--- src/hw/rtl/bmw_pkg.sv ---
// Shared types and constants for the binary morphology window block.
package bmw_pkg;

	localparam int SE_SIZE_DEF    = 3;
	localparam int MAX_WIDTH_DEF  = 1024;
	localparam int MAX_HEIGHT_DEF = 1024;

	localparam int SIZE_CFG_W = 11;
	localparam int MODE_W     = 3;
	localparam int SE_PAT_W   = 18;
	localparam int SE_CODED   = SE_PAT_W / 2;
	localparam int MIN_SIZE   = 3;

	localparam int CFG_ADDR_W = 4;
	localparam int APB_DATA_W = 32;

	localparam logic [1:0] REG_IMAGE_WIDTH    = 2'd0;
	localparam logic [1:0] REG_IMAGE_HEIGHT   = 2'd1;
	localparam logic [1:0] REG_OPERATION_MODE = 2'd2;
	localparam logic [1:0] REG_SE_PATTERN     = 2'd3;

	localparam logic [MODE_W-1:0] MODE_EROSION    = 3'd0;
	localparam logic [MODE_W-1:0] MODE_DILATION   = 3'd1;
	localparam logic [MODE_W-1:0] MODE_HIT_MISS   = 3'd2;
	localparam logic [MODE_W-1:0] MODE_THINNING   = 3'd3;
	localparam logic [MODE_W-1:0] MODE_THICKENING = 3'd4;

	localparam logic [1:0] SE_MUST_ZERO = 2'd0;
	localparam logic [1:0] SE_MUST_ONE  = 2'd1;

	localparam logic [SIZE_CFG_W-1:0] IMAGE_WIDTH_RST    = 11'd1024;
	localparam logic [SIZE_CFG_W-1:0] IMAGE_HEIGHT_RST   = 11'd1024;
	localparam logic [MODE_W-1:0]     OPERATION_MODE_RST = MODE_EROSION;
	localparam logic [SE_PAT_W-1:0]   SE_PATTERN_RST     = 18'd174762;

	typedef struct packed {
		logic pixel_value;
		logic drain;
	} pixel_beat_t;

	typedef struct packed {
		logic out_pixel;
		logic frame_last;
	} result_beat_t;

endpackage

--- src/hw/rtl/bmw_ram.sv ---
// Generic single-write, single-read RAM with registered read data.
module bmw_ram #(
	parameter int WIDTH = 1,
	parameter int DEPTH = 1024
) (
	input  logic                     clk,
	input  logic                     wr_en,
	input  logic [$clog2(DEPTH)-1:0] wr_addr,
	input  logic [WIDTH-1:0]         wr_data,
	input  logic                     rd_en,
	input  logic [$clog2(DEPTH)-1:0] rd_addr,
	output logic [WIDTH-1:0]         rd_data
);

	logic [WIDTH-1:0] mem_q [DEPTH];
	logic [WIDTH-1:0] rd_data_q;

	always_ff @(posedge clk) begin
		if (wr_en) begin
			mem_q[wr_addr] <= wr_data;
		end
		if (rd_en) begin
			rd_data_q <= mem_q[rd_addr];
		end
	end

	assign rd_data = rd_data_q;

endmodule

--- src/hw/rtl/bmw_cell.sv ---
// One window row: optional line delay from the row above plus the tap shift register.
module bmw_cell #(
	parameter int DEPTH    = 1024,
	parameter int SE_SIZE  = 3,
	parameter bit HAS_LINE = 1'b1
) (
	input  logic                     clk,
	input  logic                     en,
	input  logic [$clog2(DEPTH)-1:0] wr_addr,
	input  logic [$clog2(DEPTH)-1:0] rd_addr,
	input  logic                     row_in,
	output logic [SE_SIZE-1:0]       row_win
);

	logic               cur;
	logic [SE_SIZE-2:0] taps_q;

	if (HAS_LINE) begin : g_line
		// delay of one image row: write slot ptr, read slot ptr+1 for the next beat
		bmw_ram #(
			.WIDTH (1),
			.DEPTH (DEPTH)
		) u_line (
			.clk     (clk),
			.wr_en   (en),
			.wr_addr (wr_addr),
			.wr_data (row_in),
			.rd_en   (en),
			.rd_addr (rd_addr),
			.rd_data (cur)
		);
	end else begin : g_direct
		assign cur = row_in;
	end

	if (SE_SIZE > 2) begin : g_shift
		always_ff @(posedge clk) begin
			if (en) begin
				taps_q <= {taps_q[SE_SIZE-3:0], cur};
			end
		end
	end else begin : g_single
		always_ff @(posedge clk) begin
			if (en) begin
				taps_q <= cur;
			end
		end
	end

	assign row_win = {taps_q, cur};

endmodule

--- src/hw/rtl/binary_morphology_window.sv ---
// Top level of the binary morphology window: config port, counters, window logic, output.
// One pixel beat is taken per clock unless stalled; a result beat is valid the cycle after
// the input beat that completes its window. The result for pixel p comes with input beat
// p+M*W+M, where M=(SE_SIZE-1)/2 and W is the row width, so after each frame the source
// sends M*W+M drain beats. The rate is set by the row cells, each line cell with one RAM
// write and read per beat, and by the combinational window evaluation. Line RAMs need no
// clearing after reset. Border pixels within M of an edge pass through (0 in hit-or-miss).
module binary_morphology_window #(
	parameter int SE_SIZE    = bmw_pkg::SE_SIZE_DEF,
	parameter int MAX_WIDTH  = bmw_pkg::MAX_WIDTH_DEF,
	parameter int MAX_HEIGHT = bmw_pkg::MAX_HEIGHT_DEF
) (
	input  logic                             clk,
	input  logic                             arst_n,
	input  logic                             psel,
	input  logic                             penable,
	input  logic                             pwrite,
	input  logic [bmw_pkg::CFG_ADDR_W-1:0]   paddr,
	input  logic [bmw_pkg::APB_DATA_W-1:0]   pwdata,
	output logic [bmw_pkg::APB_DATA_W-1:0]   prdata,
	output logic                             pready,
	input  logic                             pixel_valid,
	output logic                             pixel_stall,
	input  bmw_pkg::pixel_beat_t             pixel_beat,
	output logic                             result_valid,
	input  logic                             result_stall,
	output bmw_pkg::result_beat_t            result_beat
);

	import bmw_pkg::*;

	localparam int M  = (SE_SIZE - 1) / 2;
	localparam int N  = SE_SIZE * SE_SIZE;
	localparam int WW = $clog2(MAX_WIDTH + 1);
	localparam int HW = $clog2(MAX_HEIGHT + 1);
	localparam int AW = $clog2(MAX_WIDTH);
	localparam int PW = $clog2(MAX_WIDTH * (MAX_HEIGHT + SE_SIZE)) + 1;

	logic [SIZE_CFG_W-1:0] image_width_q;
	logic [SIZE_CFG_W-1:0] image_height_q;
	logic [MODE_W-1:0]     operation_mode_q;
	logic [SE_PAT_W-1:0]   se_pattern_q;
	logic                  cfg_wr;
	logic [1:0]            reg_sel;

	logic [WW-1:0] w;
	logic [HW-1:0] h;
	logic [PW-1:0] lag;

	logic          acc;
	logic          emit;
	logic          pix;
	logic [PW-1:0] in_pos_q;
	logic [HW-1:0] out_row_q;
	logic [WW-1:0] out_col_q;
	logic [AW-1:0] ptr_q;
	logic [AW:0]   ptr_inc;
	logic [AW-1:0] ptr_nxt;

	logic [SE_SIZE-1:0]              feed;
	logic [SE_SIZE-1:0][SE_SIZE-1:0] win;
	logic [N-1:0]                    v;
	logic [N-1:0]                    care1;
	logic [N-1:0]                    care0;
	logic                            cen;
	logic                            all_ones;
	logic                            any_one;
	logic                            hit;
	logic                            border;
	logic                            row_end;
	logic                            col_end;
	logic                            last;
	logic                            res;

	logic         result_valid_q;
	result_beat_t result_q;

	// configuration port
	assign pready  = 1'b1;
	assign cfg_wr  = psel && penable && pwrite;
	assign reg_sel = paddr[CFG_ADDR_W-1:2];

	always_ff @(posedge clk or negedge arst_n) begin
		if (!arst_n) begin
			image_width_q    <= IMAGE_WIDTH_RST;
			image_height_q   <= IMAGE_HEIGHT_RST;
			operation_mode_q <= OPERATION_MODE_RST;
			se_pattern_q     <= SE_PATTERN_RST;
		end else if (cfg_wr) begin
			case (reg_sel)
				REG_IMAGE_WIDTH: begin
					image_width_q <= pwdata[SIZE_CFG_W-1:0];
				end
				REG_IMAGE_HEIGHT: begin
					image_height_q <= pwdata[SIZE_CFG_W-1:0];
				end
				REG_OPERATION_MODE: begin
					operation_mode_q <= pwdata[MODE_W-1:0];
				end
				REG_SE_PATTERN: begin
					se_pattern_q <= pwdata[SE_PAT_W-1:0];
				end
				default: begin
				end
			endcase
		end
	end

	always_comb begin
		case (reg_sel)
			REG_IMAGE_WIDTH:    prdata = APB_DATA_W'(image_width_q);
			REG_IMAGE_HEIGHT:   prdata = APB_DATA_W'(image_height_q);
			REG_OPERATION_MODE: prdata = APB_DATA_W'(operation_mode_q);
			REG_SE_PATTERN:     prdata = APB_DATA_W'(se_pattern_q);
			default:            prdata = '0;
		endcase
	end

	// saturated frame size
	always_comb begin
		if (image_width_q < SIZE_CFG_W'(MIN_SIZE)) begin
			w = WW'(MIN_SIZE);
		end else if (32'(image_width_q) > MAX_WIDTH) begin
			w = WW'(MAX_WIDTH);
		end else begin
			w = WW'(image_width_q);
		end
		if (image_height_q < SIZE_CFG_W'(MIN_SIZE)) begin
			h = HW'(MIN_SIZE);
		end else if (32'(image_height_q) > MAX_HEIGHT) begin
			h = HW'(MAX_HEIGHT);
		end else begin
			h = HW'(image_height_q);
		end
	end

	assign lag = PW'(w) * PW'(M) + PW'(M);

	// handshake
	assign pixel_stall  = result_valid_q && result_stall;
	assign acc          = pixel_valid && !pixel_stall;
	assign emit         = in_pos_q >= lag;
	assign pix          = pixel_beat.pixel_value & ~pixel_beat.drain;
	assign result_valid = result_valid_q;
	assign result_beat  = result_q;

	// shared line pointer, wraps at the row width
	assign ptr_inc = (AW + 1)'(ptr_q) + (AW + 1)'(1);
	assign ptr_nxt = (ptr_inc >= (AW + 1)'(w)) ? '0 : ptr_inc[AW-1:0];

	// chain of row cells; cell a sees the stream delayed by a rows
	for (genvar a = 0; a < SE_SIZE; a++) begin : g_row
		if (a == 0) begin : g_head
			assign feed[a] = pix;
		end else begin : g_link
			assign feed[a] = win[a-1][0];
		end

		bmw_cell #(
			.DEPTH    (MAX_WIDTH),
			.SE_SIZE  (SE_SIZE),
			.HAS_LINE (a > 0)
		) u_cell (
			.clk     (clk),
			.en      (acc),
			.wr_addr (ptr_q),
			.rd_addr (ptr_nxt),
			.row_in  (feed[a]),
			.row_win (win[a])
		);

		for (genvar b = 0; b < SE_SIZE; b++) begin : g_col
			localparam int K = (SE_SIZE - 1 - a) * SE_SIZE + (SE_SIZE - 1 - b);
			assign v[K] = win[a][b];
			if (K < SE_CODED) begin : g_coded
				assign care1[K] = se_pattern_q[2*K +: 2] == SE_MUST_ONE;
				assign care0[K] = se_pattern_q[2*K +: 2] == SE_MUST_ZERO;
			end else begin : g_free
				assign care1[K] = 1'b0;
				assign care0[K] = 1'b0;
			end
		end
	end

	assign cen      = win[M][M];
	assign all_ones = &(v | ~care1);
	assign any_one  = |(v & care1);
	assign hit      = &((v & care1) | (~v & care0) | ~(care1 | care0));

	assign border = (out_row_q < HW'(M)) ||
	                ((HW + 1)'(out_row_q) + (HW + 1)'(M) >= (HW + 1)'(h)) ||
	                (out_col_q < WW'(M)) ||
	                ((WW + 1)'(out_col_q) + (WW + 1)'(M) >= (WW + 1)'(w));
	assign row_end = (HW + 1)'(out_row_q) + (HW + 1)'(1) >= (HW + 1)'(h);
	assign col_end = (WW + 1)'(out_col_q) + (WW + 1)'(1) >= (WW + 1)'(w);
	assign last    = row_end && col_end;

	always_comb begin
		case (operation_mode_q)
			MODE_EROSION:    res = border ? cen : all_ones;
			MODE_DILATION:   res = border ? cen : any_one;
			MODE_HIT_MISS:   res = border ? 1'b0 : hit;
			MODE_THINNING:   res = border ? cen : (cen & ~hit);
			MODE_THICKENING: res = border ? cen : (cen | hit);
			default:         res = cen;
		endcase
	end

	// position counters; the line pointer restarts with each frame
	always_ff @(posedge clk or negedge arst_n) begin
		if (!arst_n) begin
			in_pos_q  <= '0;
			out_row_q <= '0;
			out_col_q <= '0;
			ptr_q     <= '0;
		end else if (acc) begin
			ptr_q <= (emit && last) ? '0 : ptr_nxt;
			if (!emit) begin
				in_pos_q <= in_pos_q + PW'(1);
			end else if (last) begin
				in_pos_q  <= '0;
				out_row_q <= '0;
				out_col_q <= '0;
			end else begin
				in_pos_q <= in_pos_q + PW'(1);
				if (col_end) begin
					out_col_q <= '0;
					out_row_q <= out_row_q + HW'(1);
				end else begin
					out_col_q <= out_col_q + WW'(1);
				end
			end
		end
	end

	// output register
	always_ff @(posedge clk or negedge arst_n) begin
		if (!arst_n) begin
			result_valid_q <= 1'b0;
		end else if (acc && emit) begin
			result_valid_q <= 1'b1;
		end else if (!result_stall) begin
			result_valid_q <= 1'b0;
		end
	end

	always_ff @(posedge clk) begin
		if (acc && emit) begin
			result_q.out_pixel  <= res;
			result_q.frame_last <= last;
		end
	end

	a_frame_restart: assert property (@(posedge clk) disable iff (!arst_n)
		(acc && emit && last) |=> (in_pos_q == '0 && out_row_q == '0 && out_col_q == '0))
		else $error("counters not cleared after last beat of frame");

	a_result_source: assert property (@(posedge clk) disable iff (!arst_n)
		$rose(result_valid_q) |-> $past(acc && emit))
		else $error("result beat without a completing input beat");

	a_idle_hold: assert property (@(posedge clk) disable iff (!arst_n)
		!acc |=> ($stable(in_pos_q) && $stable(ptr_q)))
		else $error("position or line pointer moved without an input beat");

endmodule

--- config.mk ---
export PLATFORM = sky130hd
export DESIGN_NAME = binary_morphology_window
export DESIGN_NICKNAME = d
export VERILOG_FILES = /design/src/hw/rtl/bmw_pkg.sv /design/src/hw/rtl/bmw_ram.sv /design/src/hw/rtl/bmw_cell.sv /design/src/hw/rtl/binary_morphology_window.sv
export SDC_FILE = /design/constraint.sdc
export NUM_CORES = 2
export LEC_CHECK = 0
export ABC_AREA = 1
export BUFFER_PORTS_ARGS = -buffer_cell sky130_fd_sc_hd__buf_2
export CAP_MARGIN = 15
export CORE_MARGIN = 3
export CORE_UTILIZATION = 31
export DETAILED_ROUTE_END_ITERATION = 8
export GPL_ROUTABILITY_DRIVEN = 0
export PLACE_DENSITY = 0.48
export SLEW_MARGIN = 20
export SYNTH_ARGS = -nofsm -noshare
export SYNTH_HDL_FRONTEND = slang
export SYNTH_SLANG_ARGS = --single-unit
--- constraint.sdc ---
create_clock -name clk -period 23.8 [get_ports clk]
set_input_delay 1.19 -clock clk [delete_from_list [all_inputs] [get_ports clk]]
set_output_delay 1.19 -clock clk [all_outputs]
set_load 0.1 [all_outputs]
==> impl_results.md <==
- Starting Density: 31.21%
- Sink Count: 2156
- Worst-Margin Slew: 1.403 ns
- # setup viols final: 0
- Crit. End Element: flip-flop
- Distinct cells, synth: 53
- Met1 Use GR: 25.30%
- Gr usage total: 18.74%
- CP Launch Type: flip-flop
- CTS Buf Count: ~240
- Cell repeated most along the worst path: nand3_1
- # IOs: 82
- Dominant cells by area after synthesis: edfxtp_1 61%, nand3_1 9.1%, inv_1 6.5%
- Gr ovfl total: 0
- Worst path max stage delay: around 0.87 ns
- Clock Path Buffers: 4
- M3 GR Usage: 2.584%
- Most common cell in the synthesized netlist: edfxtp_1
- Largest net degree at the start of global routing: 226
- Worst IR Drop VDD: 0.2053 mV
- Clk slew on worst S/H paths: 0.06 ns
- Setup TNS: 0 ns
- Fillers: 33020
- Max Clk Rate: about 110 MHz
- Core area: 0.3250 mm^2
- Worst EP arrival: 9.54 ns
- Final min period: 8.913 ns
- Port bufs: 50
- Number of synthesized flops with an enable pin: 2058
- Synth cell count leaders: 2058 x edfxtp_1, 1853 x nand3_1, 1767 x inv_1, 1753 x nand2_1, 1154 x nor2_1
- Cts hold-fix bufs: 0
- Commonest register cell after synthesis: edfxtp_1
- Max Slew Vio Count: 0
- Die H: approximately 580 um
- Clock Latency Late Sink: 0.91 ns
- PwrDens: approximately 140 mW/mm^2
- Top Usage Layer GRT: met2
- DR pass1 iterations: 6
- Post-CTS Setup Bufs: 0
- TritonCTS clock tree: yes
- CP max-delay cell: nand3_4
- Post-CTS Resized: 0
- RSZ-0062 raised after global routing: false
- Vias per cell: between 5 and 6
- Vias post-DR: 73940
- Top cell type by total area after synthesis: edfxtp_1
- Post-synth top area share: 60.91%
- Async S/R FF share, synth: 4.545%
- Worst Path Required: 24.42 ns
- Total Wirelength: 320400 um
- Critical path fanouts, max: 145
- Post-synthesis sequential element count: about 2200
- Final net count: 10300
- Syn Inst Count: 10520
- P&R area growth vs syn: 11.55%
- Clock Root Buffer: clkbuf_16
- Avg WL per Cell: 21.76 um
- Max-Cap Viols: 0
- Critical path type: reg -> reg
- Tcrit/Tclk final: 37.45%
- Leak: 44.87 nW
- Num rows: 209
- Synthesized cell area: about 0.10 mm^2
- Share of layout cells above drive strength 1: a little over 6%
- DRC errors left: 0
- Global-route met2 utilization: 31.07%
- Syn avg cell area: between 9 and 10 um^2
- Min-Delay Path Class: in -> async
- Die area: 0.3342 mm^2
- Die Wd: 578.1 um
- Headroom to the max-slew limit: 6.466%
- Vias in the first global route: 72470
- YS warnings: 0
- HPWL Detailed: about 170000 um
- Final hold violations: 0
- H-tree levels: 4
- Status: finished clean
- Non-filler cells, final: 14720
- Placed cells: 14290
- Post-synthesis sequential area ratio: 63.34%
- Initial DRC count: 6989
- Final antenna-violating net count: 0
- Global-route wire length before repair: 470000 um
- Initial antenna violation count: 12
- Clock skew: 0.06949 ns
## worst paths after layout
path | endpoint | cells after the start | slack (ns) | start
min in group clk | g_row[0].u_cell.taps_q[1] | 0 | 0.46 | g_row[0].u_cell.taps_q[0]
min reg2reg | g_row[0].u_cell.taps_q[1] | 0 | 0.46 | g_row[0].u_cell.taps_q[0]
max | g_row[2].u_cell.g_line.u_line.rd_data | 31 | 14.89 | ptr_q[0]
min | out_row_q[6] | 1 | 0.33 | arst_n
max reg2reg | g_row[2].u_cell.g_line.u_line.rd_data | 31 | 14.89 | ptr_q[0]
max in group asynchronous | ptr_q[0] | 2 | 22.23 | arst_n
## state kept, by name, summed over array words and instances, names as in the netlist
name                                flops
g_row.u_cell.g_line.u_line.mem_q     2048
g_row.u_cell.g_line.u_line.rd_data      2
g_row.u_cell.taps_q                     6
image_height_q                         11
image_width_q                          11
in_pos_q                               22
operation_mode_q                        3
out_col_q                              11
out_row_q                              11
ptr_q                                  10
result_beat                             2
result_valid                            1
se_pattern_q                           18
## final cells by class
cell class / instances / area (um^2) / area share [%]
Multi-Input combinational cell: 5818 / 27520 / 24.31
Timing Repair Buffer: 215 / 1670 / 1.476
Sequential cell: 2156 / 64270 / 56.79
Clock inverter: 143 / 1388 / 1.226
Tap cell: 4325 / 5411 / 4.782
Antenna cell: 4 / 10.01 / 0.008845
Clock buffer: 288 / 6206 / 5.484
Inverter: 1774 / 6701 / 5.922
## through the flow
step | power [mW] | util [%] | hold slack (ns) | instance area [um^2] | setup slack (ns)
2_1_floorplan | 10.18 | - | 0.4264 | 101500 | 5.172
3_3_place_gp | 12.24 | 32.47 | 0.4542 | 105600 | 14.96
3_5_place_dp | 12.27 | 32.47 | 0.4564 | 105600 | 14.99
4_1_cts | 15.94 | 34.81 | 0.2811 | 113200 | 14.99
5_1_grt | 16.85 | 34.81 | 0.3254 | 113200 | 14.26
6_report | 15.83 | 34.82 | 0.3266 | 113200 | 14.89
## cell families after synthesis
group | synth area share [%]
adders and majority gates | 0.6536
xor gates and xnor gates | 0.2935
other | 0.007402
and+or+nand+nor | 23.86
buffers and inverters | 9.875
AOI/OAI and AO/OA | 1.970
DFF | 63.34
## routing by layer
metal / routed length [um] / vias up / part of all wire (%)
met3: 20300 / 483 / 6.3
li1: - / 34350 / -
met1: 140400 / 36690 / 44
met5: 0 / - / 0
met4: 10630 / 0 / 3.3
met2: 149100 / 2420 / 47
## report_power, final
part / internal (mW) / total (mW) / switching, mW
sequential: 4.50 / 4.56 / 0.0609
clock: 2.12 / 3.64 / 1.52
combinational: 2.02 / 7.62 / 5.60
## placed cells by master, fill, tap and decap left out, types with 41 or more instances in the layout
master	count
inv_1	1764
ha_1	53
buf_2	49
dfrtp_1	87
o21ai_0	105
nand3_1	1852
clkinv_1	63
nand2_1	1722
clkinv_2	41
or2_1	64
clkbuf_1	46
nand4_1	509
clkbuf_16	240
buf_4	151
o211ai_1	135
edfxtp_1	2058
nor2_1	1147
## worst max-delay path, delay by kind of cell, from the launching register on
family                     cells  cell delay (ns)
AOI/OAI and AO/OA              1             0.13
xor gates and xnor gates       1             0.21
adders and majority gates      1             0.30
buffers and inverters          9             3.19
DFF                            1             0.55
and+or+nand+nor               19             3.72
(Power assumes the default switching activity.)
